### src/design/flv_pkg.sv
`timescale 1ns / 1ps

package flv_pkg;

  // Phase codes of the token scanner
  localparam logic [2:0] PH_START   = 3'd0;
  localparam logic [2:0] PH_INT     = 3'd1;
  localparam logic [2:0] PH_FRAC    = 3'd2;
  localparam logic [2:0] PH_EXPSIGN = 3'd3;
  localparam logic [2:0] PH_EXP     = 3'd4;

  // Character codes
  localparam logic [7:0] CH_NUL   = 8'h00;
  localparam logic [7:0] CH_MINUS = 8'h2D;
  localparam logic [7:0] CH_DOT   = 8'h2E;
  localparam logic [7:0] CH_ZERO  = 8'h30;
  localparam logic [7:0] CH_NINE  = 8'h39;
  localparam logic [7:0] CH_UPPE  = 8'h45;
  localparam logic [7:0] CH_LOWE  = 8'h65;

  // Scanner state carried from one character to the next
  typedef struct packed {
    logic [2:0] phase;
    logic       int_seen;
    logic       frac_seen;
    logic       exp_seen;
    logic       latched;
    logic       verdict;
  } flv_state_t;

  localparam flv_state_t STATE_RESET = '{
    phase:     PH_START,
    int_seen:  1'b0,
    frac_seen: 1'b0,
    exp_seen:  1'b0,
    latched:   1'b0,
    verdict:   1'b0
  };

endpackage

### src/design/flv_step.sv
`timescale 1ns / 1ps

module flv_step import flv_pkg::*; (
  input  flv_state_t state_i,
  input  logic [7:0] char_i,
  input  logic       last_i,
  output flv_state_t state_o,
  output logic       verdict_o
);

  flv_state_t st;
  flv_state_t cons;
  logic       digit;
  logic       expch;
  logic       skip;
  logic       mant_ok;
  logic       end_v;

  // Classify the character and advance the scanner by one step
  always_comb begin
    digit   = (char_i >= CH_ZERO) && (char_i <= CH_NINE);
    expch   = (char_i == CH_LOWE) || (char_i == CH_UPPE);
    mant_ok = state_i.int_seen | state_i.frac_seen;
    st      = state_i;
    skip    = 1'b0;

    // Leave the start phase; a leading minus is swallowed
    if (!(st.phase inside {PH_INT, PH_FRAC, PH_EXPSIGN, PH_EXP})) begin
      st.phase = PH_INT;
      skip     = (char_i == CH_MINUS);
    end
    // Optional minus right after the exponent marker
    if (!skip && (st.phase == PH_EXPSIGN)) begin
      st.phase = PH_EXP;
      skip     = (char_i == CH_MINUS);
    end

    if (!skip) begin
      case (st.phase)
        PH_INT: begin
          if (char_i == CH_NUL) begin
            st.latched = 1'b1;
            st.verdict = st.int_seen;
          end else if (char_i == CH_DOT) begin
            st.phase = PH_FRAC;
          end else if (expch) begin
            if (!st.int_seen) begin
              st.latched = 1'b1;
              st.verdict = 1'b0;
            end else begin
              st.phase = PH_EXPSIGN;
            end
          end else if (digit) begin
            st.int_seen = 1'b1;
          end else begin
            st.latched = 1'b1;
            st.verdict = 1'b0;
          end
        end
        PH_FRAC: begin
          if (char_i == CH_NUL) begin
            st.latched = 1'b1;
            st.verdict = mant_ok;
          end else if (expch) begin
            if (!mant_ok) begin
              st.latched = 1'b1;
              st.verdict = 1'b0;
            end else begin
              st.phase = PH_EXPSIGN;
            end
          end else if (digit) begin
            st.frac_seen = 1'b1;
          end else begin
            st.latched = 1'b1;
            st.verdict = 1'b0;
          end
        end
        default: begin
          if (digit) begin
            st.exp_seen = 1'b1;
          end else if (char_i == CH_NUL) begin
            st.latched = 1'b1;
            st.verdict = st.exp_seen & mant_ok;
          end else begin
            st.latched = 1'b1;
            st.verdict = 1'b0;
          end
        end
      endcase
    end

    // A latched verdict freezes the scanner
    cons = state_i.latched ? state_i : st;

    // Verdict of the token as it stands
    case (cons.phase)
      PH_INT:               end_v = cons.int_seen;
      PH_FRAC:              end_v = cons.int_seen | cons.frac_seen;
      PH_EXPSIGN, PH_EXP:   end_v = cons.exp_seen & (cons.int_seen | cons.frac_seen);
      default:              end_v = 1'b0;
    endcase

    verdict_o = cons.latched ? cons.verdict : end_v;
    state_o   = last_i ? STATE_RESET : cons;
  end

endmodule

### src/design/float_literal_validator_core.sv
`timescale 1ns / 1ps

// Decimal float literal checker.
// The slave stream carries one character per beat in s_axis_tdata; the
// beat with s_axis_tlast high is the final character of a token. For each
// token one result beat leaves on the master stream, bit 0 of m_axis_tdata
// high when the token is a valid literal: [-] [digits] [. [digits]]
// [(e|E) [-] digits], with at least one mantissa digit. No result is sent
// for other characters.
// The result of a token passes the input register, then the result
// register, before it is valid on the master side. Throughput: one
// character per clock while s_axis_tready is high; the scanner state is
// eight flip-flops updated by one short step of logic per character.
// Reset clears both register stages and puts the scanner in its start phase.
// When the receiver stalls, the result is held; characters keep flowing
// until a further last character finds the result register still full,
// and then s_axis_tready drops until the waiting beat is taken.
module float_literal_validator_core import flv_pkg::*; (
  input  logic       clk_i,
  input  logic       rst_ni,
  input  logic       s_axis_tvalid,
  output logic       s_axis_tready,
  input  logic [7:0] s_axis_tdata,  // [7:0] char_code
  input  logic       s_axis_tlast,  // last_char
  output logic       m_axis_tvalid,
  input  logic       m_axis_tready,
  output logic [7:0] m_axis_tdata   // [0] is_float, [7:1] zero
);

  logic       in_valid_q;
  logic [7:0] in_char_q;
  logic       in_last_q;
  flv_state_t state_q;
  flv_state_t state_d;
  logic       verdict;
  logic       out_valid_q;
  logic       is_float_q;
  logic       out_free;
  logic       proc;

  // Stage handshake
  assign out_free      = !out_valid_q || m_axis_tready;
  assign proc          = in_valid_q && (!in_last_q || out_free);
  assign s_axis_tready = !in_valid_q || proc;

  // Capture the incoming beat
  always_ff @(posedge clk_i or negedge rst_ni) begin
    if (!rst_ni) begin
      in_valid_q <= 1'b0;
    end else if (s_axis_tready) begin
      in_valid_q <= s_axis_tvalid;
    end
  end

  always_ff @(posedge clk_i) begin
    if (s_axis_tready && s_axis_tvalid) begin
      in_char_q <= s_axis_tdata;
      in_last_q <= s_axis_tlast;
    end
  end

  flv_step u_step (
    .state_i   (state_q),
    .char_i    (in_char_q),
    .last_i    (in_last_q),
    .state_o   (state_d),
    .verdict_o (verdict)
  );

  // Advance the scanner state
  always_ff @(posedge clk_i or negedge rst_ni) begin
    if (!rst_ni) begin
      state_q <= STATE_RESET;
    end else if (proc) begin
      state_q <= state_d;
    end
  end

  // Result register
  always_ff @(posedge clk_i or negedge rst_ni) begin
    if (!rst_ni) begin
      out_valid_q <= 1'b0;
    end else if (out_free) begin
      out_valid_q <= proc && in_last_q;
    end
  end

  always_ff @(posedge clk_i) begin
    if (proc && in_last_q) begin
      is_float_q <= verdict;
    end
  end

  assign m_axis_tvalid = out_valid_q;
  assign m_axis_tdata  = {7'd0, is_float_q};

  // A finished token sends the scanner back to its start phase
  a_restart: assert property (@(posedge clk_i) disable iff (!rst_ni)
    proc && in_last_q |=> state_q == STATE_RESET)
    else $error("scanner not reset after last character");

  // A finished token always yields a result beat
  a_result: assert property (@(posedge clk_i) disable iff (!rst_ni)
    proc && in_last_q |=> m_axis_tvalid)
    else $error("last character produced no result");

  // A latched verdict holds until the token ends
  a_latch_hold: assert property (@(posedge clk_i) disable iff (!rst_ni)
    proc && !in_last_q && state_q.latched
    |=> state_q.latched && $stable(state_q.verdict))
    else $error("latched verdict changed inside a token");

  // No digit flag is set while still at the start phase
  a_start_clean: assert property (@(posedge clk_i) disable iff (!rst_ni)
    state_q.phase == PH_START
    |-> !state_q.int_seen && !state_q.frac_seen && !state_q.exp_seen)
    else $error("digit flag set in start phase");

endmodule
### config.mk
export PLATFORM = sky130hd
export DESIGN_NAME = float_literal_validator_core
export DESIGN_NICKNAME = d
export VERILOG_FILES = /design/src/design/flv_pkg.sv /design/src/design/flv_step.sv /design/src/design/float_literal_validator_core.sv
export SDC_FILE = /design/constraint.sdc
export NUM_CORES = 1
export LEC_CHECK = 0
export ABC_AREA = 1
export BUFFER_PORTS_ARGS = -buffer_cell sky130_fd_sc_hd__buf_2
export CAP_MARGIN = 20
export CORE_MARGIN = 4
export CORE_UTILIZATION = 55
export CTS_BUF_LIST = sky130_fd_sc_hd__clkbuf_4
export DETAILED_ROUTE_END_ITERATION = 8
export GPL_TIMING_DRIVEN = 1
export PLACE_DENSITY = 0.79
export SLEW_MARGIN = 20
export SYNTH_ARGS = -nofsm -noshare
export SYNTH_HDL_FRONTEND = slang
export SYNTH_SLANG_ARGS = --single-unit
### constraint.sdc
create_clock -name clk_i -period 3.6 [get_ports clk_i]
set_clock_uncertainty 0.05 [all_clocks]
set_input_delay 0.36 -clock clk_i [delete_from_list [all_inputs] [get_ports clk_i]]
set_output_delay 0.36 -clock clk_i [all_outputs]
set_load 0.03 [all_outputs]
======== After elaboration in Yosys (flattened, before gate mapping) ========
Index checks and enable logic that the tools add are counted.
operators by class
  add/sub/neg operators ................... 0
  $mul .................................... 0
  div/mod/pow operators ................... 0
  order comparisons ....................... 2
  equal/unequal tests ..................... 15
  shift-type cells ........................ 0
  mux-type cells .......................... 38
  bitwise logic cells ..................... 4
  reductions and logical operators ........ 17
operators by type and width
  cell                count
  $mux 3              8
  $mux 8              3
  $eq 3x2->1 const B  6
  $mux 2              9
  $eq 8x6->1 const B  2
  $eq 8x7->1 const B  2
  $mux 1              14
  $eq 3x1->1 const B  3
  $ge 8x6->1 const B  1
  $le 8x6->1 const B  1
  $logic_not 8->1     1
  $eq 3x3->1 const B  2
  $pmux 3 s2          1
  $logic_and 1x1->1   5
  $logic_not 1->1     4
  $logic_or 1x1->1    4
  $mux 4              1
  $pmux 2 s2          1
  $reduce_bool 4->1   1
  $reduce_or 2->1     2
  $pmux 1 s3          1
  $and 1x1->1         2
  $or 1x1->1          2
storage, ports and cells
  register bits after elaboration ......... 20
  bits in latches ......................... 0
  memory bits (writable) .................. 0
  bits in read-only memories .............. 0
  bits of input ports ..................... 13
  output and inout bits ................... 10
  word-level logic and storage cells ...... 87
  memories ................................ 0

======== Depth between registers and ports, before layout ========
Gate-level depths: netlist of the first run.
  depth in word-level cells ............... 17
  gate-level depth with buffers ........... 13

======== By module ========
Synthesis of the first run repeated with hierarchy kept, for this count alone.
second synthesis, totals
  cell total of the unflattened synthesis .. 188
  area total of the unflattened synthesis .. 1380.1 µm²
modules (own cells, without submodules)
  module                        instances  cells each  area an instance (µm²)  seq. area each (µm²)
  float_literal_validator_core  1          65          794.5                   550.5
  flv_step                      1          123         585.6                   0.0

======== Worst setup path after synthesis of the first run ========
No wires, ideal clock.
  kind .................................... register to register
  from .................................... reg out_valid_q, in the netlist m_axis_tvalid
  to ...................................... reg in_char_q[0] (enable)
  setup time .............................. 0.279 ns
  arrival time ............................ 1.274 ns
  path slack .............................. 1.997 ns
  cell stages (with the launch flop) ...... 4
  path buffers ............................ 0
  clock period less this slack ............ 1.603 ns
  cell sequence ........................... dfrtp_1 -> nand4_1 -> nand2_1 -> inv_1
on the way
  longest elaborated chain between the ends .. 6
RTL lines
  what                     RTL line                            source
  start, declared          float_literal_validator_core.sv:36  logic out_valid_q;
  start signal, assigned   float_literal_validator_core.sv:84  out_valid_q <= proc && in_last_q;
  $logic_not 1->1          float_literal_validator_core.sv:42  assign out_free = !out_valid_q || m_axis_tready;
  $logic_or 1x1->1         float_literal_validator_core.sv:42
  $logic_or 1x1->1         float_literal_validator_core.sv:43  assign proc = in_valid_q && (!in_last_q || out_free);
  $logic_and 1x1->1        float_literal_validator_core.sv:43
  $logic_or 1x1->1         float_literal_validator_core.sv:44  assign s_axis_tready = !in_valid_q || proc;
  named net s_axis_tready  float_literal_validator_core.sv:22  output logic s_axis_tready,
  $logic_and 1x1->1        float_literal_validator_core.sv:56  if (s_axis_tready && s_axis_tvalid) begin
  end signal, assigned     float_literal_validator_core.sv:57  in_char_q <= s_axis_tdata;
  end, declared            float_literal_validator_core.sv:31  logic [7:0] in_char_q;
The timed path passes the listed nets, and every way through them passes these cells.
A chain may end at the register's enable or synchronous reset.

======== Final worst setup path of the first run ========
  from .................................... reg in_char_q[5]
  to ...................................... reg is_float_q, data pin
on the way
  longest elaborated chain between the ends .. 16
  elaborated cells on any way between the ends .. 55
RTL lines
  what                                      RTL line                            source
  $eq 8x6->1                                flv_step.sv:30, flv_step.sv:35
  $mux 1                                    flv_step.sv:28                      if (!(st.phase inside {PH_INT, PH_FRAC, PH_EXPSIGN, PH_EXP})) begin
  $logic_not 1->1                           flv_step.sv:33                      if (!skip && (st.phase == PH_EXPSIGN)) begin
  $logic_and 1x1->1                         flv_step.sv:33
  $mux 3                                    flv_step.sv:33
  $mux 3                                    flv_step.sv:47                      if (!st.int_seen) begin
  $mux 3                                    flv_step.sv:46                      end else if (expch) begin
  $mux 3                                    flv_step.sv:44                      end else if (char_i == CH_DOT) begin
  $mux 4                                    flv_step.sv:41                      if (char_i == CH_NUL) begin
  $pmux 3 s2                                flv_step.sv:39                      case (st.phase)
  $mux 8 (*)                                flv_step.sv:38                      if (!skip) begin
  $mux 8 (*)                                flv_step.sv:93                      cons = state_i.latched ? state_i : st;
  $eq 3x2->1 or $eq 3x3->1 (tied branches)  flv_step.sv:96                      case (cons.phase)
  $reduce_or 2->1                           flv_step.sv:96
  $pmux 1 s3                                flv_step.sv:96
  $mux 1 (*)                                flv_step.sv:103                     verdict_o = cons.latched ? cons.verdict : end_v;
  named net u_step.verdict_o                flv_step.sv:8                       output logic verdict_o
  end signal, assigned                      float_literal_validator_core.sv:90  is_float_q <= verdict;
  end, declared                             float_literal_validator_core.sv:37  logic is_float_q;
The timed path passes the listed nets; every way through them passes the cells marked *.

==> results.toml, run 1 <==
[clock_tree]
numCtsBuffers = 3
post_cts_resized = 0
post-cts-setup-buffers = 0
cts_max_path_buffers = 2
cts_tree = "built"
cts.sinks = 20
clkTransAtPathRegs_ns = 0.11
htreeDepth = 1
cts_root_buffer = "clkbuf_4"
clock_latency_ns = 0.31

[floorplan]
rows = 16
core_um2 = 2040
start_util_pct = 59.8
io_pins = 23
die_y_um = 55.1
die_area_um2 = 3040
die_w_um = 55.1

[timing]
layout_setup_ws_ns = 1.84
setup-tns-final_ns = 0
hold_viol = 0
holdWs_ns = 0.170
fin_crit_sh_pct = 48.8
setup_viol = 0
slew_viol_final = 0
min_period_ns = 1.76
max_freq_mhz = 569
rsz0062_at_grt = "no"

[synth]
synth_top_area_cell = "edfxtp_1"
synth_cells = 165
yosys.area.top_type_share_pct = 24.6
yosys.cell_types.count = 26
synth-edff-count = 10
netlist_area_um2 = 1220
yosysWarnings = 0
yosys-top-cells-area = "edfxtp_1, dfrtp_1, nand2_1"
synth_flop_cell = "edfxtp_1"
syn_avg_cell_area_um2 = 7.40
ys_seq_area_share_pct = 45.1
ys_ff_latch = 20
synthArstFlopShare_pct = 50.0

[setup_path]
r2r_cells = 10
cp.required_ns = 3.61
crit_path_end_kind = "flop"
r2r-end = "is_float_q"
crit_path_start_kind = "flop"
crit_type = "reg -> reg"
r2r_slack_ns = 1.84
reg2reg_from = "in_char_q[5]"
crit_fanout = 7
worst-endpoint-arrival_ns = 1.77

[layout]
layout-drive-gt1-share_pct = 18.0
finish.utilization_pct = 65.3
areaGrowthSynthToFinish_pct = 9.12
finalNonFillerCells = 210
n_fill_cell = 189
seqCellArea_um2 = 551
mostFrequentLayoutCell = "nand2_1"
antenna_cells = 0
finalInstanceArea_um2 = 1330
multi_input_area_um2 = 543
nets = 197
final_cell_mix = "nand2_1, nor2_1, inv_1"

[hold_path]
worst_hold_path.endpoint = "in_char_q[5]"
whs_path_depth = 1
min-delay-start = "s_axis_tdata[5]"
hold_path.class = "in -> reg"

[global_route]
busiest_layer = "met2"
grt_usage_pct = 19.2
grt_pass1_wl_um = 4130
grtUsageMet3_pct = 3.75
met2_usage_pct = 31.9
grt_pass1_vias = 994
antenna_found_initial = 0
grt_max_degree = 12
use_met1_pct = 24.2
grt_overflow = 0

[power_and_ir_drop]
total_power_mw = 0.536
p_int_mw = 0.354
seq_power_share_pct = 51.6
p_sw_share_pct = 34.0
peakVddDrop_uv = 324
power.density_nw_per_um2 = 403
leakagePower_nw = 0.662
clkPwrFrac_pct = 21.5
comb_power_share_pct = 26.9
switching_power_mw = 0.183

[run]
cap_violations = 0

[place]
placedCellCount = 205
gp_congestion = 0.941
dp_slack_ns = 1.91
port_buffers = 15
hpwl_um = 2000
dpl_cell_area_um2 = 1290

[drt]
totalWireLength_um = 2550
first_pass_iters = 4
ant_nets = 0
vias = 1137
route.detailed.wl_per_inst_um = 12.2
drc = 0
viasPerCell = 5.41
drtIter0Drc = 46

[outcome]
status = "finished clean"
[cells in the mapped netlist, drive strengths merged, types with 2 or more instances]
master	count
nand2	48
nor2	26
o22ai	3
inv	23
nand3	14
a21oi	2
dfrtp	10
a31oi	3
o21ai	9
edfxtp	10
buf	8
[worst max-delay path, cell delays in order (launching register included)]
cell	delay [ns]
edfxtp_1	0.44
nand2_1	0.12
clkinv_1	0.06
nand2_1	0.10
nor2_4	0.08
a31oi_1	0.27
nor2_1	0.10
nand2_1	0.10
nand3_1	0.07
nand3_1	0.06
nand2_1	0.05
[power groups by stage]
stage	registers (mW)	logic (mW)	clock network (mW)
3_3_place_gp	0.280	0.136	0
6_report	0.277	0.144	0.116
5_1_grt	0.279	0.160	0.126
2_1_floorplan	0.280	0.112	0
4_1_cts	0.276	0.143	0.118
3_5_place_dp	0.281	0.141	0
[state kept, by name, indices dropped and copies added, names as in the netlist]
| register | cells |
|---|---|
| in_char_q | 8 |
| in_last_q | 1 |
| is_float_q | 1 |
| state_q | 8 |
| m_axis_tvalid | 1 |
| in_valid_q | 1 |
[cell type report]
type                       instances  share of cell area (%)
multi-input combinational        119                    40.8
inverter                          24                    6.76
timing repair buffer              16                    6.38
tap                               27                    2.54
clock buffer                       4                    2.25
sequential                        20                    41.3
[metal layers]
| metal | part of all wire (%) | vias to the layer above |
|---|---|---|
| li1 | - | 550 |
| met1 | 40 | 518 |
| met2 | 50 | 60 |
| met3 | 8.0 | 9 |
| met4 | 2.1 | 0 |
| met5 | 0 | - |
[what timing repair did]
| item | in CTS | in global routing |
|---|---|---|
| endpoints found under the setup margin | 0 | 0 |
| endpoints found under the hold margin | 10 | 0 |
| hold buffers | 1 | 0 |
[worst max-delay path by stage]
stage / startpoint / to / slack (ns) / depth (start not counted)
floorplan: m_axis_tvalid / in_char_q[0] / 2.00 / 3
global placement: in_char_q[6] / is_float_q / 1.97 / 9
detailed placement: in_char_q[1] / is_float_q / 1.91 / 12
CTS: in_char_q[1] / is_float_q / 1.88 / 12
global route: in_char_q[3] / is_float_q / 1.72 / 12
finish: in_char_q[5] / is_float_q / 1.84 / 10
[logic make-up (layout without fill, tap and decap cells)]
logic type / Yosys count / count (layout) / synth area share (%)
buffers and inverters: 32 / 44 / 12.3
flip-flops: 20 / 20 / 45.1
AO/OA/AOI/OAI: 19 / 19 / 8.91
AND/OR/NAND/NOR: 93 / 93 / 33.4
other: 1 / 7 / 0.307
No activity file was read; power rests on OpenSTA's default activity.
==> run 2, diff against run 1 <==
==> constraint.sdc (replaced) <==
create_clock -name clk_i -period 1.8 [get_ports clk_i]
set_clock_uncertainty 0.05 [all_clocks]
set_input_delay 0.18 -clock clk_i [delete_from_list [all_inputs] [get_ports clk_i]]
set_output_delay 0.18 -clock clk_i [all_outputs]
set_load 0.03 [all_outputs]
==> run 2 against run 1 <==
Register-to-register slack worse by 1.8 ns. Wire length up 8.9%. Hold slack worse by 0.12 ns. Clock power up 97%. Cell count up 4.3%. Critical endpoint unchanged.
==> results.toml, run 2 (synthesized netlist as in run 1, its figures left out) <==
[layout]
antenna_cells = 0
finalInstanceArea_um2 = 1450
seqCellArea_um2 = 551
nets = 206
mostFrequentLayoutCell = "nand2_1"
layout-drive-gt1-share_pct = 20.3
top_regs = "in_char_q x8, state_q x8"
n_fill_cell = 158
areaGrowthSynthToFinish_pct = 18.7
multi_input_area_um2 = 571
final_cell_mix = "nand2_1, inv_1, nor2_1"

[floorplan]
core_um2 = 2040
die_area_um2 = 3040
die_y_um = 55.1
start_util_pct = 59.8
io_pins = 23
die_w_um = 55.1
rows = 16

[drt]
totalWireLength_um = 2780
drc = 0
ant_nets = 0
route.detailed.wl_per_inst_um = 12.7
vias = 1193
first_pass_iters = 4
drtIter0Drc = 45
viasPerCell = 5.45

[clock_tree]
cts.sinks = 20
clkTransAtPathRegs_ns = 0.11
htreeDepth = 1
cts_tree = "built"
cts_root_buffer = "clkbuf_4"
numCtsBuffers = 3
clock_latency_ns = 0.30
cts_max_path_buffers = 2

[hold_path]
hold_path.class = "in -> reg"

[setup_path]
r2r_slack_ns = 0.05
worst-endpoint-arrival_ns = 1.75
crit_path_end_kind = "flop"
cp.required_ns = 1.81
crit_path_start_kind = "flop"
crit_fanout = 7
crit_type = "reg -> reg"

[power_and_ir_drop]
peakVddDrop_uv = 650
power.density_nw_per_um2 = 756
leakagePower_nw = 0.704

[run]
cap_violations = 0

[timing]
max_freq_mhz = 572
fin_crit_sh_pct = 97.1
rsz0062_at_grt = "yes"
setup-tns-final_ns = 0
hold_viol = 0
slew_viol_final = 0
setup_viol = 0
min_period_ns = 1.75

[global_route]
grt_usage_pct = 20.8
grt_pass1_vias = 1061
antenna_found_initial = 0
grt_overflow = 0
grt_max_degree = 12
grt_pass1_wl_um = 4440

[place]
hpwl_um = 2000
gp_congestion = 0.941
port_buffers = 15
dpl_cell_area_um2 = 1290

[outcome]
status = "finished clean"
-- run 2: cell count changes in the layout (fill, tap and decap cells not counted), sizes merged --
cell,previous run,this run
dlygate4sd3,1,10
-- run 2: what timing repair did --
item / in CTS / in global routing
hold buffers: 10 / 0
gates resized for setup: 0 / 7
setup endpoints to repair: 0 / 2
endpoints found under the hold margin: 19 / 0
buffers inserted: 0 / 0
-- run 2: layout make-up --
| class | instances | area share (%) |
|---|---|---|
| timing repair buffer | 25 | 12.1 |
| sequential | 20 | 38.0 |
| tap | 27 | 2.33 |
| inverter | 24 | 6.21 |
| clock buffer | 4 | 2.07 |
| multi-input combinational | 119 | 39.3 |
-- run 2: per-layer routing --
layer  global-route usage, %  up-vias  share of wire, %  wire [µm]
met5                       0        -                 0          0
met4                    9.72        0               2.2         60
met3                    4.02        9               8.2        227
met2                    34.1       62                51       1430
met1                    26.3      552                38       1060
li1                        -      570                 -          -
-- run 2: path summary, 6_finish.rpt --
path                                from         end  cells past startpoint
setup reg to reg            in_char_q[6]  is_float_q                      9
hold / removal             s_axis_tvalid  in_valid_q                      3
max in group asynchronous         rst_ni  state_q[3]                      2
min in group asynchronous         rst_ni  state_q[4]                      2
hold reg to reg               state_q[0]  state_q[0]                      2
setup / recovery            in_char_q[6]  is_float_q                      9
-- run 2: where the power goes --
group | switching (mW) | internal [mW]
Clock | 0.126 | 0.101
Sequential | 0.0359 | 0.518
Combinational | 0.211 | 0.103
Total | 0.373 | 0.723
-- run 2: critical path, stage by stage (launching register included) --
cell	delay (ns)
edfxtp_1	0.44
nor2_2	0.16
nand2_1	0.11
nor2_4	0.21
nand2_1	0.08
nand2_1	0.06
nand3b_1	0.15
nand2_1	0.09
nand3_1	0.10
nand2_1	0.06
-- run 2: stage by stage --
stage	hold WS, ns	utilization [%]	total power, mW	std cells	setup slack (ns)
global placement	-0.00361	63.3	0.832	205	0.166
floorplan	-0.166	-	0.783	171	0.197
finish	0.0540	71.0	1.10	219	0.0527
detailed placement	0.00181	63.3	0.844	205	0.106
global route	0.0873	71.0	1.16	219	-0.0580
CTS	0.0516	69.7	1.09	219	0.0753
